--- src/hw/rtl/assert_macros.svh ---
// ----------------------------------------------------------------------------
// Assertion macros
// Shared concurrent assertion helpers for the RTL.
// ----------------------------------------------------------------------------
`ifndef ASSERT_MACROS_SVH
`define ASSERT_MACROS_SVH

// Clocked assertion, disabled while the active-low reset is asserted.
`define ASSERT_CLK(lbl, clk, rst_n, prop, msg) \
  lbl: assert property (@(posedge clk) disable iff (!rst_n) prop) else $error(msg);

// Implication that must hold on the cycle after the antecedent.
`define ASSERT_NEXT(lbl, clk, rst_n, ante, cons, msg) \
  lbl: assert property (@(posedge clk) disable iff (!rst_n) (ante) |=> (cons)) else $error(msg);

`endif

--- src/hw/rtl/blr_pkg.sv ---
// ----------------------------------------------------------------------------
// blr_pkg
// Shared types for the Bresenham line rasterizer.
// ----------------------------------------------------------------------------
`timescale 1ns / 1ps

package blr_pkg;

  typedef enum logic {
    OP_START = 1'b0,
    OP_TICK  = 1'b1
  } op_e;

  typedef struct packed {
    logic fire;
    op_e  op;
  } blr_cmd_t;

  typedef struct packed {
    logic has_result;
    logic last;
    logic busy;
  } blr_stat_t;

endpackage

--- src/hw/rtl/bresenham_line_rasterizer_unit.sv ---
// A result is registered in the output stage after its input beat has been held in the input stage.
// The unit accepts one input beat per cycle while a held result does not stall the output stage.
// The rate is set by the combinational tick update in blr_core.
// Reset clears the line state to idle and empties the input and output stages.
// ----------------------------------------------------------------------------
// bresenham_line_rasterizer_unit
// Bresenham line generator with an input stage and a registered result stage.
// ----------------------------------------------------------------------------
`timescale 1ns / 1ps
`include "assert_macros.svh"

module bresenham_line_rasterizer_unit import blr_pkg::*; #(
  parameter int unsigned COORD_BITS = 12
) (
  input  logic                  clk_i,
  input  logic                  rst_ni,
  input  logic                  in_valid_i,
  output logic                  in_ready_o,
  input  logic                  opcode_i,
  input  logic [COORD_BITS-1:0] start_x_i,
  input  logic [COORD_BITS-1:0] start_y_i,
  input  logic [COORD_BITS-1:0] end_x_i,
  input  logic [COORD_BITS-1:0] end_y_i,
  output logic                  out_valid_o,
  input  logic                  out_ready_i,
  output logic [COORD_BITS-1:0] pixel_x_o,
  output logic [COORD_BITS-1:0] pixel_y_o,
  output logic                  last_point_o
);

  logic                  in_valid_q, in_valid_d;
  op_e                   op_q;
  logic [COORD_BITS-1:0] sx_q, sy_q, ex_q, ey_q;
  logic                  out_valid_q, out_valid_d;
  logic [COORD_BITS-1:0] px_q, py_q;
  logic                  last_q;

  logic                  in_take, advance, out_load;
  blr_cmd_t              cmd;
  blr_stat_t             stat;
  logic [COORD_BITS-1:0] core_px, core_py;

  assign advance    = in_valid_q && (!out_valid_q || out_ready_i || !stat.has_result);
  assign in_ready_o = !in_valid_q || advance;
  assign in_take    = in_valid_i && in_ready_o;
  assign out_load   = advance && stat.has_result;

  assign cmd.fire = advance;
  assign cmd.op   = op_q;

  blr_core #(
    .COORD_BITS(COORD_BITS)
  ) u_core (
    .clk_i    (clk_i),
    .rst_ni   (rst_ni),
    .cmd_i    (cmd),
    .start_x_i(sx_q),
    .start_y_i(sy_q),
    .end_x_i  (ex_q),
    .end_y_i  (ey_q),
    .pixel_x_o(core_px),
    .pixel_y_o(core_py),
    .stat_o   (stat)
  );

  assign in_valid_d  = in_take || (in_valid_q && !advance);
  assign out_valid_d = out_load || (out_valid_q && !out_ready_i);

  always_ff @(posedge clk_i or negedge rst_ni) begin
    if (!rst_ni) begin
      in_valid_q  <= 1'b0;
      out_valid_q <= 1'b0;
    end else begin
      in_valid_q  <= in_valid_d;
      out_valid_q <= out_valid_d;
    end
  end

  always_ff @(posedge clk_i) begin
    if (in_take) begin
      op_q <= op_e'(opcode_i);
      sx_q <= start_x_i;
      sy_q <= start_y_i;
      ex_q <= end_x_i;
      ey_q <= end_y_i;
    end
    if (out_load) begin
      px_q   <= core_px;
      py_q   <= core_py;
      last_q <= stat.last;
    end
  end

  assign out_valid_o  = out_valid_q;
  assign pixel_x_o    = px_q;
  assign pixel_y_o    = py_q;
  assign last_point_o = last_q;

  `ASSERT_NEXT(a_last_idles, clk_i, rst_ni, out_load && stat.last, !stat.busy, "busy after last")
  `ASSERT_NEXT(a_mid_busy, clk_i, rst_ni, out_load && !stat.last, stat.busy, "idle before last")
  `ASSERT_CLK(a_empty_ready, clk_i, rst_ni, !in_valid_q |-> in_ready_o, "empty input stage not ready")

endmodule

--- src/hw/rtl/blr_core.sv ---
// ----------------------------------------------------------------------------
// blr_core
// Line state and one-step datapath: endpoint setup on start, one pixel per tick.
// ----------------------------------------------------------------------------
`timescale 1ns / 1ps

module blr_core import blr_pkg::*; #(
  parameter int unsigned COORD_BITS = 12
) (
  input  logic                  clk_i,
  input  logic                  rst_ni,
  input  blr_cmd_t              cmd_i,
  input  logic [COORD_BITS-1:0] start_x_i,
  input  logic [COORD_BITS-1:0] start_y_i,
  input  logic [COORD_BITS-1:0] end_x_i,
  input  logic [COORD_BITS-1:0] end_y_i,
  output logic [COORD_BITS-1:0] pixel_x_o,
  output logic [COORD_BITS-1:0] pixel_y_o,
  output blr_stat_t             stat_o
);

  localparam int unsigned W  = COORD_BITS;
  localparam int unsigned SW = COORD_BITS + 2;
  localparam int unsigned DW = COORD_BITS + 3;

  logic          busy_q, busy_d;
  logic          steep_q, steep_d;
  logic [W-1:0]  maj_q, maj_d;
  logic [W-1:0]  end_q, end_d;
  logic [W-1:0]  min_q, min_d;
  logic [DW-1:0] dec_q, dec_d;
  logic [SW-1:0] straight_q, straight_d;
  logic [SW-1:0] diag_q, diag_d;
  logic          down_q, down_d;

  logic [W:0]    sx, sy, smaj, smin;
  logic [W-1:0]  adx, ady, dmaj, dmin;
  logic          steep, ord_swap, minor_down;
  logic [W-1:0]  maj_a, maj_b, min_a, min_b, ma, mb, na;
  logic          is_start, dec_le0, last;
  logic [W-1:0]  maj_t, min_t, emit_maj, emit_min, emit_end;
  logic [DW-1:0] dec_t;
  logic          emit_steep;

  assign is_start = (cmd_i.op == OP_START);

  assign sx  = {start_x_i[W-1], start_x_i} - {end_x_i[W-1], end_x_i};
  assign sy  = {start_y_i[W-1], start_y_i} - {end_y_i[W-1], end_y_i};
  assign adx = sx[W] ? W'(-sx) : sx[W-1:0];
  assign ady = sy[W] ? W'(-sy) : sy[W-1:0];

  assign steep = (ady > adx);
  assign smaj  = steep ? sy : sx;
  assign smin  = steep ? sx : sy;
  assign dmaj  = steep ? ady : adx;
  assign dmin  = steep ? adx : ady;

  assign maj_a = steep ? start_y_i : start_x_i;
  assign maj_b = steep ? end_y_i : end_x_i;
  assign min_a = steep ? start_x_i : start_y_i;
  assign min_b = steep ? end_x_i : end_y_i;

  // The endpoints are swapped when the first major coordinate is the larger.
  assign ord_swap   = !smaj[W] && (smaj != '0);
  assign ma         = ord_swap ? maj_b : maj_a;
  assign mb         = ord_swap ? maj_a : maj_b;
  assign na         = ord_swap ? min_b : min_a;
  assign minor_down = ord_swap ? (smin[W] || (smin == '0)) : !smin[W];

  assign dec_le0 = dec_q[DW-1] || (dec_q == '0);
  assign maj_t   = maj_q + W'(1);
  assign min_t   = dec_le0 ? min_q : (down_q ? min_q - W'(1) : min_q + W'(1));
  assign dec_t   = dec_le0 ? dec_q + {straight_q[SW-1], straight_q}
                           : dec_q + {diag_q[SW-1], diag_q};

  assign emit_maj   = is_start ? ma : maj_t;
  assign emit_min   = is_start ? na : min_t;
  assign emit_end   = is_start ? mb : end_q;
  assign emit_steep = is_start ? steep : steep_q;
  assign last       = (emit_maj == emit_end);

  assign pixel_x_o = emit_steep ? emit_min : emit_maj;
  assign pixel_y_o = emit_steep ? emit_maj : emit_min;

  assign stat_o.has_result = is_start || busy_q;
  assign stat_o.last       = last;
  assign stat_o.busy       = busy_q;

  always_comb begin
    busy_d     = busy_q;
    steep_d    = steep_q;
    maj_d      = maj_q;
    end_d      = end_q;
    min_d      = min_q;
    dec_d      = dec_q;
    straight_d = straight_q;
    diag_d     = diag_q;
    down_d     = down_q;
    if (cmd_i.fire && is_start) begin
      busy_d     = !last;
      steep_d    = steep;
      maj_d      = ma;
      end_d      = mb;
      min_d      = na;
      dec_d      = {2'b00, dmin, 1'b0} - {3'b000, dmaj};
      straight_d = {1'b0, dmin, 1'b0};
      diag_d     = {1'b0, dmin, 1'b0} - {1'b0, dmaj, 1'b0};
      down_d     = minor_down;
    end else if (cmd_i.fire && busy_q) begin
      busy_d = !last;
      maj_d  = maj_t;
      min_d  = min_t;
      dec_d  = dec_t;
    end
  end

  always_ff @(posedge clk_i or negedge rst_ni) begin
    if (!rst_ni) begin
      busy_q <= 1'b0;
    end else begin
      busy_q <= busy_d;
    end
  end

  always_ff @(posedge clk_i) begin
    steep_q    <= steep_d;
    maj_q      <= maj_d;
    end_q      <= end_d;
    min_q      <= min_d;
    dec_q      <= dec_d;
    straight_q <= straight_d;
    diag_q     <= diag_d;
    down_q     <= down_d;
  end

endmodule
--- config.mk ---
export PLATFORM = sky130hd
export DESIGN_NAME = bresenham_line_rasterizer_unit
export DESIGN_NICKNAME = d
export VERILOG_FILES = /design/src/hw/rtl/blr_pkg.sv /design/src/hw/rtl/bresenham_line_rasterizer_unit.sv /design/src/hw/rtl/blr_core.sv
export VERILOG_INCLUDE_DIRS = /design/src /design/src/hw/rtl
export SDC_FILE = /design/constraint.sdc
export NUM_CORES = 1
export LEC_CHECK = 0
export ABC_AREA = 1
export ABC_CLOCK_PERIOD_IN_PS = 15080
export BUFFER_PORTS_ARGS = -buffer_cell sky130_fd_sc_hd__buf_2
export CAP_MARGIN = 15
export CELL_PAD_IN_SITES_DETAIL_PLACEMENT = 1
export CELL_PAD_IN_SITES_GLOBAL_PLACEMENT = 1
export CORE_MARGIN = 4
export CORE_UTILIZATION = 50
export CTS_CLUSTER_DIAMETER = 200
export DETAILED_ROUTE_END_ITERATION = 12
export HOLD_SLACK_MARGIN = 0.12
export PLACE_DENSITY = 0.84
export SLEW_MARGIN = 30
export SYNTH_ARGS = -nofsm -noshare
export SYNTH_HDL_FRONTEND = slang
export SYNTH_SLANG_ARGS = --single-unit
--- constraint.sdc ---
create_clock -name clk_i -period 15.08 [get_ports clk_i]
set_input_delay 3.016 -clock clk_i [delete_from_list [all_inputs] [get_ports clk_i]]
set_output_delay 3.016 -clock clk_i [all_outputs]
set_load 0.05 [all_outputs]
==> results.yml <==
status:
  status: "finished clean"
timing:
  clock_skew_ps: 10.35
  worst_slew_pin_slew_ps: 898.3
  finalCriticalPeriod_ps: 7352
  maxSlewHeadroom_pct: 40.12
  fin_setup_tns_ps: 0
  finalHoldViolCount: 0
  rsz0062_at_grt: "no"
  max_freq_mhz: 136.0
  drv_slew: 0
  fin_crit_sh_pct: 48.75
  setup_violations: 0
floorplan:
  core_area_um2: 23540
  die_h_um: 163.1
  fp.dieW_um: 163.1
  dieArea_um2: 26620
  initial_core_util_pct: 51.12
  row_count: 56
  io_pins: 80
detailed_routing:
  ant_nets: 0
  drtPass1Iterations: 5
  totalWireLength_um: 37340
  drc_errors: 0
  drtIter0Drc: 690
  routedWlPerCell_um: 18.91
  via_per_inst: 5.606
  via_count: 11070
clock_tree:
  clk_latency_ps: 440
  ctsResizeCount: 0
  clk_pin_slew_worst_paths_ps: 70
  clkSinkCount: 155
  clk_path_buf_depth: 2
  cts.hold.buffers_added: 0
  cts_root_buf: "clkbuf_16"
  cts.htree.levels: 4
  tritoncts: "done"
  post_cts_buffers: 0
  cts_buffers: 17
critical_path:
  reg2regPathDepth: 40
  crit_required_ps: 15400
  criticalPathCategory: "reg2reg"
  crit_path_end_kind: "register"
  cp-start-kind: "register"
  slowest_delay_ps: 580
  crit_top_cell: "nand2_1"
  r2r_slack_ps: 7730
  arrival_ps: 7680
  regToRegEndpoint: "u_core.busy_q"
  reg2reg_from: "ex_q[0]"
  worst_path_max_delay_cell: "buf_6"
  path_max_fanout: 126
  cp_top_family: "simple AND/OR/NAND/NOR gates"
  crit_buf_inv: 7
cells_and_area:
  layout_commonest_cell: "nand2_1"
  syn2layout_area_growth_pct: 9.564
  diodes: 0
  nFillCells: 3039
  drive_above_1_share_pct: 10.33
  fin_cells: 1975
  final_net_count: 1774
  most-common-layout-cells: "nand2_1, inv_1, edfxtp_1"
yosys:
  synth-xor-area-share_pct: 4.585
  synth_area_leaders: "edfxtp_1, nand2_1, ha_1"
  yosysTopAreaCell: "edfxtp_1"
  synth_compound_gate_area_share_pct: 12.46
  ys_types: 47
  ys.flop_type: "edfxtp_1"
  async_reset_ff_share_pct: 1.935
  yosys_warnings: 0
  synthSimpleGateAreaFrac_pct: 26.39
  ys_ff_latch: 155
  synth_fa_ha_area_share_pct: 8.421
  synth_cells: 1590
  synth_edf_count: 152
  muxShareOfSynthArea_pct: 1.206
  syn-num-nets: 1721
  postSynthAreaPerCell_um2: 7.569
  synth_seq_area_share_pct: 38.55
  synth_top_family_by_area: "simple AND/OR/NAND/NOR gates"
  yosys.area.top_type_share_pct: 37.92
  netlist_area_um2: 12040
grt:
  grt.overflow.total: 0
  grt_pass1_wl_um: 58790
  grt_max_degree: 127
  gr-usage-all-layers_pct: 28.19
  grt_antenna_before_repair: 0
  grt_pass1_vias: 11300
placement:
  portBuffers: 79
  dp.cells: 1943
  dp_hpwl_um: 28500
  gp_congestion: 0.8606
flow_run:
  drv_cap: 0
hold_path:
  hold_end: "u_core.busy_q"
  hold_path_class: "reg2reg"
  hold_start: "u_core.busy_q"
  min_delay_path_depth: 2
-- stage by stage --
step                      area, µm²  hold slack [ps]  util (%)  setup WS (ps)
after floorplan               12040            441.5         -           8463
after global placement        12630            460.1     53.64           8004
after detailed placement      12630            466.8     53.65           7634
after CTS                     13180            484.5     55.99           7568
after global routing          13190            536.7     56.01           6989
final                         13190            487.1     56.01           7728
-- layout make-up --
type / instances / area (µm²) / share of cell area, %
tap: 319 / 399.1 / 3.027
sequential: 155 / 4639 / 35.18
clock inverter: 15 / 127.6 / 0.9678
timing repair buffer: 90 / 481.7 / 3.653
multi-input combinational: 1186 / 6386 / 48.43
clock buffer: 17 / 425.4 / 3.226
inverter: 193 / 726.9 / 5.513
-- sequential cells by signal, indices dropped and copies added (netlist names) --
signal and count:
u_core.dec_q 15, u_core.steep_q 1, sy_q 12, u_core.maj_q 12, ey_q 12, u_core.end_q 12, in_valid_q 1, sx_q 12
op_q 1, pixel_y_o 12, u_core.down_q 1, u_core.diag_q 13, last_point_o 1, pixel_x_o 12, out_valid_o 1, u_core.straight_q 12
u_core.busy_q 1, ex_q 12, u_core.min_q 12
-- kinds of logic after synthesis --
group | count (synthesis)
buffers and inverters | 249
multiplexers | 13
AND/OR/NAND/NOR | 757
AO/OA/AOI/OAI | 275
adder cells (fa/ha/maj) | 78
flip-flops | 155
XOR/XNOR | 63
-- worst register-to-register path, delay by kind of cell, from the launching register on --
family                     cells  cell delay (ps)
xor gates and xnor gates       1              270
DFF                            1              400
AOI/OAI and AO/OA              2              380
and+or+nand+nor               27             3080
buffers and inverters          7             2100
adders and majority gates      3             1030
-- synthesized netlist by cell type, types with 8 or more instances --
master / n
a21oi_1: 50
a31oi_1: 10
buf_2: 18
clkbuf_1: 27
edfxtp_1: 152
ha_1: 73
inv_1: 185
mux2_2: 12
nand2_1: 512
nand3_1: 119
nand4_1: 12
nor2_1: 67
nor3_1: 8
o211ai_1: 13
o21ai_0: 128
o21ai_1: 46
o21bai_1: 8
or2_2: 16
xnor2_1: 24
xor2_1: 39
-- layer usage --
layer	vias up	share of wire (%)	global-route usage, %
met5	-	0	0
met4	0	3.3	9.950
met3	63	4.5	4.416
met2	266	48	47.60
met1	5337	44	36.95
li1	5406	-	-
-- how the worst max path moves through the flow --
stage / from / to / slack (ps) / cells after the start
floorplan: out_ready_i / in_ready_o / 8460 / 2
global placement: ey_q[0] / u_core.busy_q / 8000 / 38
detailed placement: ex_q[0] / pixel_y_o[7] / 7630 / 34
CTS: ex_q[0] / u_core.busy_q / 7570 / 40
global route: ex_q[0] / pixel_x_o[2] / 6990 / 36
finish: ex_q[0] / u_core.busy_q / 7730 / 40
Power is left out: the tool's default activity adds up to more than one toggle a clock period on the data nets, which glitch-free logic cannot reach.
